### src/rtl/ttbc_pkg.sv
`timescale 1ns / 1ps
`default_nettype none

package ttbc_pkg;

    localparam int STATUS_W = 3;
    localparam int TEMPO_W  = 16;
    localparam int ERR_W    = 14;
    localparam int BEATS_W  = 32;
    localparam int MAXB_W   = 8;
    localparam int SCALE_W  = 23;

    typedef enum logic [STATUS_W-1:0] {
        ST_FIRST = 3'd0,
        ST_BEAT  = 3'd1,
        ST_FAST  = 3'd2,
        ST_GAP   = 3'd3,
        ST_CLEAR = 3'd4
    } t_status;

    localparam logic               OP_TAP   = 1'b0;
    localparam logic               OP_CLEAR = 1'b1;

    // 60000 ms per minute, tempo kept in hundredths
    localparam logic [SCALE_W-1:0] TEMPO_SCALE   = 23'd6000000;
    localparam logic [15:0]        FAST_LIMIT    = 16'd60000;
    localparam logic [ERR_W-1:0]   ERR_SCALE     = 14'd10000;
    localparam logic [TEMPO_W-1:0] TEMPO_SAT     = 16'hFFFF;
    localparam logic [BEATS_W-1:0] BEATS_SAT     = 32'hFFFF_FFFF;
    localparam logic [MAXB_W-1:0]  MAX_BPM_LIMIT = 8'd250;
    localparam logic [MAXB_W-1:0]  MAX_BPM_RESET = 8'd250;

endpackage

`default_nettype wire

### src/rtl/tap_tempo_bpm_counter_unit.sv
`timescale 1ns / 1ps
`default_nettype none

// Path from accept to result: a clear and a first tap go straight to the output register;
// an ignored tap passes the fast test, a gap restart the fast and gap tests, and a counted
// beat the fast test, the gap test once it applies, the count and the divider. One item at
// a time: the input stays stalled until the result is loaded into the output register. A
// counted beat runs the shared 17-step restoring divider twice (tempo, then error).
// Reset: synchronous, active low; clears the counter, the stamps and max_bpm to 250.
module tap_tempo_bpm_counter_unit #(
    parameter int TIME_WIDTH = 32,
    parameter int GAP_LIMIT  = 5
) (
    input  wire logic                           i_clk,
    input  wire logic                           i_rst_n,

    input  wire logic                           i_cfg_we,
    input  wire logic [ttbc_pkg::MAXB_W-1:0]    i_cfg_wdata,

    input  wire logic                           i_in_valid,
    output logic                                o_in_stall,
    input  wire logic                           i_op,
    input  wire logic [TIME_WIDTH-1:0]          i_time_ms,

    output logic                                o_out_valid,
    input  wire logic                           i_out_stall,
    output ttbc_pkg::t_status                   o_status,
    output logic [ttbc_pkg::TEMPO_W-1:0]        o_bpm_x100,
    output logic [ttbc_pkg::ERR_W-1:0]          o_error_x100,
    output logic [ttbc_pkg::BEATS_W-1:0]        o_beat_count
);

    import ttbc_pkg::*;

    localparam int AW  = (TIME_WIDTH > BEATS_W) ? TIME_WIDTH : BEATS_W;
    localparam int PW  = AW + SCALE_W;
    localparam int QW  = TEMPO_W;
    localparam int CNW = $clog2(QW + 1);

    localparam logic [PW-1:0] GAP_PROD = PW'(TEMPO_SCALE) * PW'(GAP_LIMIT);

    typedef enum logic [3:0] {
        S_IDLE,
        S_EVAL,
        S_FAST_MUL,
        S_FAST_CHK,
        S_GAP_MUL,
        S_GAP_CHK,
        S_COUNT,
        S_TEMPO_MUL,
        S_DIV,
        S_TEMPO_WB,
        S_ERR_WB,
        S_DONE
    } t_state;

    t_state                 r_state;
    logic                   r_started;
    logic [BEATS_W-1:0]     r_beats;
    logic [TIME_WIDTH-1:0]  r_start;
    logic [TIME_WIDTH-1:0]  r_last;
    logic [TEMPO_W-1:0]     r_tempo;
    logic [ERR_W-1:0]       r_error;
    logic [MAXB_W-1:0]      r_max_bpm;

    logic                   r_op;
    logic [TIME_WIDTH-1:0]  r_now;
    logic [TIME_WIDTH-1:0]  r_interval;
    logic [PW-1:0]          r_prod;
    logic [PW-1:0]          r_rem;
    logic [PW-1:0]          r_dvs;
    logic [QW:0]            r_quo;
    logic [CNW-1:0]         r_cnt;
    logic                   r_div_err;
    t_status                r_status;

    logic                   r_out_valid;
    t_status                r_out_status;
    logic [TEMPO_W-1:0]     r_out_tempo;
    logic [ERR_W-1:0]       r_out_error;
    logic [BEATS_W-1:0]     r_out_beats;

    logic [AW-1:0]          mul_a;
    logic [SCALE_W-1:0]     mul_b;
    logic [PW-1:0]          mul_p;
    logic [PW:0]            div_diff;
    logic                   div_ge;
    logic [TIME_WIDTH-1:0]  elapsed;

    // shared multiplier operands
    always_comb begin
        mul_a = AW'(r_interval);
        mul_b = SCALE_W'({r_max_bpm, 1'b0});
        case (r_state)
            S_GAP_MUL: begin
                mul_b = SCALE_W'(r_tempo);
            end
            S_TEMPO_MUL: begin
                mul_a = AW'(r_beats);
                mul_b = TEMPO_SCALE;
            end
            default: begin
            end
        endcase
    end

    assign mul_p    = {{SCALE_W{1'b0}}, mul_a} * {{AW{1'b0}}, mul_b};
    assign div_diff = {1'b0, r_rem} - {1'b0, r_dvs};
    assign div_ge   = ~div_diff[PW];
    assign elapsed  = r_now - r_start;

    always_ff @(posedge i_clk) begin
        if (!i_rst_n) begin
            r_state     <= S_IDLE;
            r_started   <= 1'b0;
            r_beats     <= '0;
            r_start     <= '0;
            r_last      <= '0;
            r_tempo     <= '0;
            r_error     <= '0;
            r_max_bpm   <= MAX_BPM_RESET;
            r_out_valid <= 1'b0;
        end else begin
            if (i_cfg_we) begin
                r_max_bpm <= (i_cfg_wdata > MAX_BPM_LIMIT) ? MAX_BPM_LIMIT : i_cfg_wdata;
            end

            if (r_out_valid && !i_out_stall && r_state != S_DONE) begin
                r_out_valid <= 1'b0;
            end

            unique case (r_state)
                S_IDLE: begin
                    if (i_in_valid) begin
                        r_op    <= i_op;
                        r_now   <= i_time_ms;
                        r_state <= S_EVAL;
                    end
                end
                S_EVAL: begin
                    if (r_op == OP_CLEAR) begin
                        r_started <= 1'b0;
                        r_beats   <= '0;
                        r_tempo   <= '0;
                        r_error   <= '0;
                        r_status  <= ST_CLEAR;
                        r_state   <= S_DONE;
                    end else if (!r_started) begin
                        r_started <= 1'b1;
                        r_beats   <= '0;
                        r_start   <= r_now;
                        r_last    <= r_now;
                        r_status  <= ST_FIRST;
                        r_state   <= S_DONE;
                    end else begin
                        r_interval <= r_now - r_last;
                        r_last     <= r_now;
                        r_state    <= S_FAST_MUL;
                    end
                end
                S_FAST_MUL: begin
                    r_prod  <= mul_p;
                    r_state <= S_FAST_CHK;
                end
                S_FAST_CHK: begin
                    if (r_prod < PW'(FAST_LIMIT)) begin
                        r_status <= ST_FAST;
                        r_state  <= S_DONE;
                    end else if (r_beats > BEATS_W'(GAP_LIMIT)) begin
                        r_state <= S_GAP_MUL;
                    end else begin
                        r_state <= S_COUNT;
                    end
                end
                S_GAP_MUL: begin
                    r_prod  <= mul_p;
                    r_state <= S_GAP_CHK;
                end
                S_GAP_CHK: begin
                    if (GAP_PROD < r_prod) begin
                        r_beats  <= '0;
                        r_tempo  <= '0;
                        r_error  <= '0;
                        r_start  <= r_now;
                        r_status <= ST_GAP;
                        r_state  <= S_DONE;
                    end else begin
                        r_state <= S_COUNT;
                    end
                end
                S_COUNT: begin
                    if (r_beats != BEATS_SAT) begin
                        r_beats <= r_beats + 1'b1;
                    end
                    r_status <= ST_BEAT;
                    r_state  <= S_TEMPO_MUL;
                end
                S_TEMPO_MUL: begin
                    // first step tests for a quotient above the 16-bit range
                    r_rem     <= mul_p;
                    r_dvs     <= PW'(elapsed) << QW;
                    r_quo     <= '0;
                    r_cnt     <= CNW'(QW);
                    r_div_err <= 1'b0;
                    r_state   <= S_DIV;
                end
                S_DIV: begin
                    if (div_ge) begin
                        r_rem <= div_diff[PW-1:0];
                    end
                    r_quo <= {r_quo[QW-1:0], div_ge};
                    r_dvs <= r_dvs >> 1;
                    r_cnt <= r_cnt - 1'b1;
                    if (r_cnt == '0) begin
                        r_state <= r_div_err ? S_ERR_WB : S_TEMPO_WB;
                    end
                end
                S_TEMPO_WB: begin
                    r_tempo   <= r_quo[QW] ? TEMPO_SAT : r_quo[QW-1:0];
                    r_rem     <= PW'(ERR_SCALE);
                    r_dvs     <= PW'(r_beats) << QW;
                    r_quo     <= '0;
                    r_cnt     <= CNW'(QW);
                    r_div_err <= 1'b1;
                    r_state   <= S_DIV;
                end
                S_ERR_WB: begin
                    r_error <= r_quo[ERR_W-1:0];
                    r_state <= S_DONE;
                end
                S_DONE: begin
                    if (!r_out_valid || !i_out_stall) begin
                        r_out_valid  <= 1'b1;
                        r_out_status <= r_status;
                        r_out_tempo  <= r_tempo;
                        r_out_error  <= r_error;
                        r_out_beats  <= r_beats;
                        r_state      <= S_IDLE;
                    end
                end
                default: begin
                    r_state <= S_IDLE;
                end
            endcase
        end
    end

    assign o_in_stall   = (r_state != S_IDLE);
    assign o_out_valid  = r_out_valid;
    assign o_status     = r_out_status;
    assign o_bpm_x100   = r_out_tempo;
    assign o_error_x100 = r_out_error;
    assign o_beat_count = r_out_beats;

`ifndef NO_ASSERTIONS
    a_busy_after_accept: assert property (@(posedge i_clk) disable iff (!i_rst_n)
        (i_in_valid && !o_in_stall) |=> o_in_stall)
        else $error("input not stalled after accept");

    a_max_bpm_clamped: assert property (@(posedge i_clk) disable iff (!i_rst_n)
        r_max_bpm <= MAX_BPM_LIMIT)
        else $error("max_bpm above limit");

    a_clear_zero: assert property (@(posedge i_clk) disable iff (!i_rst_n)
        (o_out_valid && o_status == ST_CLEAR) |->
            (o_bpm_x100 == '0 && o_error_x100 == '0 && o_beat_count == '0))
        else $error("clear result not zero");

    a_beat_sane: assert property (@(posedge i_clk) disable iff (!i_rst_n)
        (o_out_valid && o_status == ST_BEAT) |->
            (o_beat_count != '0 && o_error_x100 <= ERR_SCALE))
        else $error("counted beat with bad count or error");
`endif

endmodule

`default_nettype wire

### config.mk
export PLATFORM = sky130hd
export DESIGN_NAME = tap_tempo_bpm_counter_unit
export DESIGN_NICKNAME = d
export VERILOG_FILES = /design/src/rtl/ttbc_pkg.sv /design/src/rtl/tap_tempo_bpm_counter_unit.sv
export SDC_FILE = /design/constraint.sdc
export NUM_CORES = 2
export LEC_CHECK = 0
export BUFFER_PORTS_ARGS = -buffer_cell sky130_fd_sc_hd__clkbuf_2
export CAP_MARGIN = 20
export CORE_MARGIN = 2
export CORE_UTILIZATION = 45
export CTS_CLUSTER_SIZE = 20
export DETAILED_ROUTE_END_ITERATION = 8
export PLACE_DENSITY_LB_ADDON = 0.15
export SETUP_SLACK_MARGIN = 0.15
export SYNTH_ARGS = -nofsm -noshare
export SYNTH_HDL_FRONTEND = slang
export SYNTH_SLANG_ARGS = --single-unit
### constraint.sdc
create_clock -name i_clk -period 11.4 [get_ports i_clk]
set_input_delay 0.57 -clock i_clk [delete_from_list [all_inputs] [get_ports i_clk]]
set_output_delay 0.57 -clock i_clk [all_outputs]
set_load 0.005 [all_outputs]
==> flow_metrics.env <==
export IMPL_vias=34200
export IMPL_cap_violations=0
export IMPL_wl_mm=139
export IMPL_gp_congestion=0.947
export IMPL_htree_levels=2
export IMPL_die_h_um=319
export IMPL_root_buffer="clkbuf_16"
export IMPL_vias_per_cell=5.55
export IMPL_cts_sinks=454
export IMPL_crit_buf_inv=5
export IMPL_crit_top_cell="fa_1"
export IMPL_ys_ff_latch=454
export IMPL_ir_drop_uv=290
export IMPL_seq_area_um2=12200
export IMPL_gr_usage_all_layers_pct=27.6
export IMPL_relSlewSlack_pct=29.1
export IMPL_synth_flop_cell="edfxtp_1"
export IMPL_setup_violations=0
export IMPL_startpoint_type="flop"
export IMPL_drive_gt1_share_pct=7.40
export IMPL_cp_slowest_cell="dfxtp_1"
export IMPL_cts_buffers_inserted=50
export IMPL_synth_area_um2=44600
export IMPL_r2r_start="r_state[2]"
export IMPL_ys_seq_area_share_pct=27.4
export IMPL_fill_cells=9339
export IMPL_critPathRequiredTime_ps=11800
export IMPL_clk_latency_ps=650
export IMPL_grt_first_pass_wirelength_mm=212
export IMPL_min_period_ps=9900
export IMPL_clock_skew_ps=50.7
export IMPL_postRouteAntennaNets=0
export IMPL_cts_tree="done"
export IMPL_arrival_ps=10310
export IMPL_worst_pin_slew_ps=1060
export IMPL_start_util_pct=45.4
export IMPL_grt_remaining_overflow=0
export IMPL_multi_input_area_um2=28700
export IMPL_avgRoutedWirePerCell_um=22.6
export IMPL_antenna_cells=0
export IMPL_max_stage_delay_ps=590
export IMPL_drt_iter0_markers=2799
export IMPL_holdPathStages=1
export IMPL_critPathTopFamily="adder cells"
export IMPL_fp_row_count=115
export IMPL_place_hpwl_mm=113
export IMPL_fin_crit_sh_pct=86.9
export IMPL_power_w=0.0138
export IMPL_cp_depth=29
export IMPL_synthArstFlopShare_pct=0
export IMPL_rsz0062_at_grt="no"
export IMPL_fp_dieArea_um2=102000
export IMPL_cts_resized=0
export IMPL_yosysWarningCount=0
export IMPL_clockBufferDepth=3
export IMPL_syn_num_nets=5704
export IMPL_post_cts_setup_buffer_count=0
export IMPL_grt_pass1_vias=34100
export IMPL_grt_max_degree=78
export IMPL_drtPass1Iterations=6
export IMPL_postSynthAreaPerCell_um2=9.34
export IMPL_status="completed"
export IMPL_synth_edf_count=314
export IMPL_clock_fmax_mhz=101
export IMPL_die_w_um=319
export IMPL_rr_worst_depth=29
export IMPL_hp_class="in2reg"
export IMPL_power_density_nw_per_um2=284
export IMPL_pin_count=113
export IMPL_core_area_um2=98300
export IMPL_critPathMaxFanout=37
export IMPL_holdPathEnd="r_now[7]"
export IMPL_antenna_found_initial=4
export IMPL_syn_instance_count=4779
export IMPL_clk_pin_slew_worst_paths_ps=60
export IMPL_portBuffers=112
export IMPL_end_kind="flop"
export IMPL_rr_endpoint="r_rem[47]"
export IMPL_setup_tns_final_ps=0
export IMPL_drc_errors=0
export IMPL_slew_viol_final=0
export IMPL_nNetsFinal=5762
export IMPL_path_class="reg2reg"
export IMPL_cts_hold_buf=0
export IMPL_area_delta_synth_final_pct=9.04
export IMPL_hold_viol=0
export IMPL_leakagePower_nw=22.3
export IMPL_worst_hold_startpoint="i_time_ms[7]"
export IMPL_ff2ff_setup_slack_ps=1500
export IMPL_yosysUniqueCellTypes=89
registers in the layout (all words and copies together), names as in the netlist, 16 cells and up:
name          flops
r_prod           55
r_rem            55
r_dvs            48
o_beat_count     32
r_beats          32
r_interval       32
r_last           32
r_now            32
r_start          32
r_quo            17
o_bpm_x100       16
r_tempo          16
synthesized netlist by cell type (all sizes together), types with 38 or more instances:
library cell | number | area share, %
nand2 | 508 | 4.3
nand3 | 66 | 0.74
fa | 555 | 25
edfxtp | 314 | 21
a21oi | 278 | 3.2
ha | 324 | 9.1
dfxtp | 140 | 6.3
nor3 | 46 | 0.52
clkbuf | 183 | 1.5
nand4 | 41 | 0.57
a22oi | 43 | 0.72
mux2i | 38 | 0.85
o21ai | 180 | 2.0
nor2 | 508 | 4.3
and3 | 45 | 0.63
xor2 | 92 | 1.8
inv | 819 | 6.9
xnor2 | 109 | 2.2
a21o | 108 | 1.8
where the power goes:
part,switching (W),internal [W]
clock network,0.000733,0.00102
logic,0.00605,0.00330
registers,0.000159,0.00253
per-stage QoR:
| step | util (%) | instance area [um^2] | hold WS, ps | std cells | worst slack, ps |
|---|---|---|---|---|---|
| floorplan | - | 44600 | 400 | 4779 | 2690 |
| global placement | 47.7 | 46900 | 419 | 6070 | 1720 |
| detailed placement | 47.7 | 46900 | 422 | 6070 | 1600 |
| CTS | 49.5 | 48600 | 64.1 | 6163 | 1620 |
| global route | 49.5 | 48700 | 76.4 | 6165 | 1060 |
| finish | 49.5 | 48700 | 88.5 | 6165 | 1500 |
routing by layer:
metal	GRT usage [%]	routed length, um	vias up
li1	-	-	15700
met2	44.6	64600	1191
met4	7.64	4290	4
met1	38.3	60500	17100
met5	0	22	-
met3	4.43	9930	237
worst reg2reg max path, delay by kind of cell, from the launching register on:
family,cells,cell delay (ps)
fa+ha+maj,8,4030
compound gates,11,2740
flops,1,590
buf+inv,5,870
xor+xnor,1,170
simple gates,4,1290
cell usage in the layout (no fill, tap or decap), types with 15 or more instances in the layout:
cell type / synthesis / final
fa_1: 555 / 555
a31oi_1: 21 / 21
nand3_1: 66 / 66
and2_1: 33 / 33
nor4_1: 18 / 18
o21bai_1: 26 / 26
edfxtp_1: 314 / 314
clkbuf_16: 0 / 51
mux2i_1: 38 / 38
a21oi_1: 274 / 268
o21a_1: 21 / 21
buf_4: 0 / 89
nand4_1: 41 / 41
nor2_1: 508 / 501
xor2_1: 92 / 92
and3_1: 45 / 45
ha_1: 324 / 324
xnor2_1: 108 / 108
nor2b_1: 19 / 18
o21ai_0: 169 / 168
a21o_1: 107 / 107
inv_1: 818 / 818
a22oi_1: 43 / 41
or3_1: 19 / 19
nand2b_1: 26 / 26
nor3_1: 46 / 44
dfxtp_1: 140 / 140
clkbuf_2: 1 / 112
a22o_1: 15 / 15
nand2_1: 508 / 507
cell type report:
cell class | instances | area share, %
well taps | 1287 | 3.31
clock buffers | 54 | 2.69
repair buffers | 203 | 2.56
multi-input cells | 3308 | 59.0
clock inverters | 39 | 0.977
flip-flops and latches | 454 | 25.1
inverters | 820 | 6.33
cells by family (layout without fill, tap and decap cells):
kind of cell | Yosys count | count (layout) | share of synthesized area [%]
buf+inv | 1017 | 1116 | 8.58
mux | 39 | 39 | 0.878
fa+ha+maj | 879 | 879 | 34.0
compound gates | 816 | 816 | 11.8
flops | 454 | 454 | 27.4
xor+xnor | 201 | 201 | 3.96
simple gates | 1373 | 1373 | 13.4
worst max-delay path by stage:
stage / start / endpoint / slack [ps]
2_1_floorplan: r_state[3] / r_rem[53] / 2690
3_5_place_dp: r_state[2] / r_rem[47] / 1600
5_1_grt: r_state[2] / r_rem[50] / 1060
3_3_place_gp: r_state[2] / r_rem[50] / 1720
6_report: r_state[2] / r_rem[47] / 1500
4_1_cts: r_state[2] / r_rem[47] / 1620
Note: power is estimated with default switching activity, not from simulation.
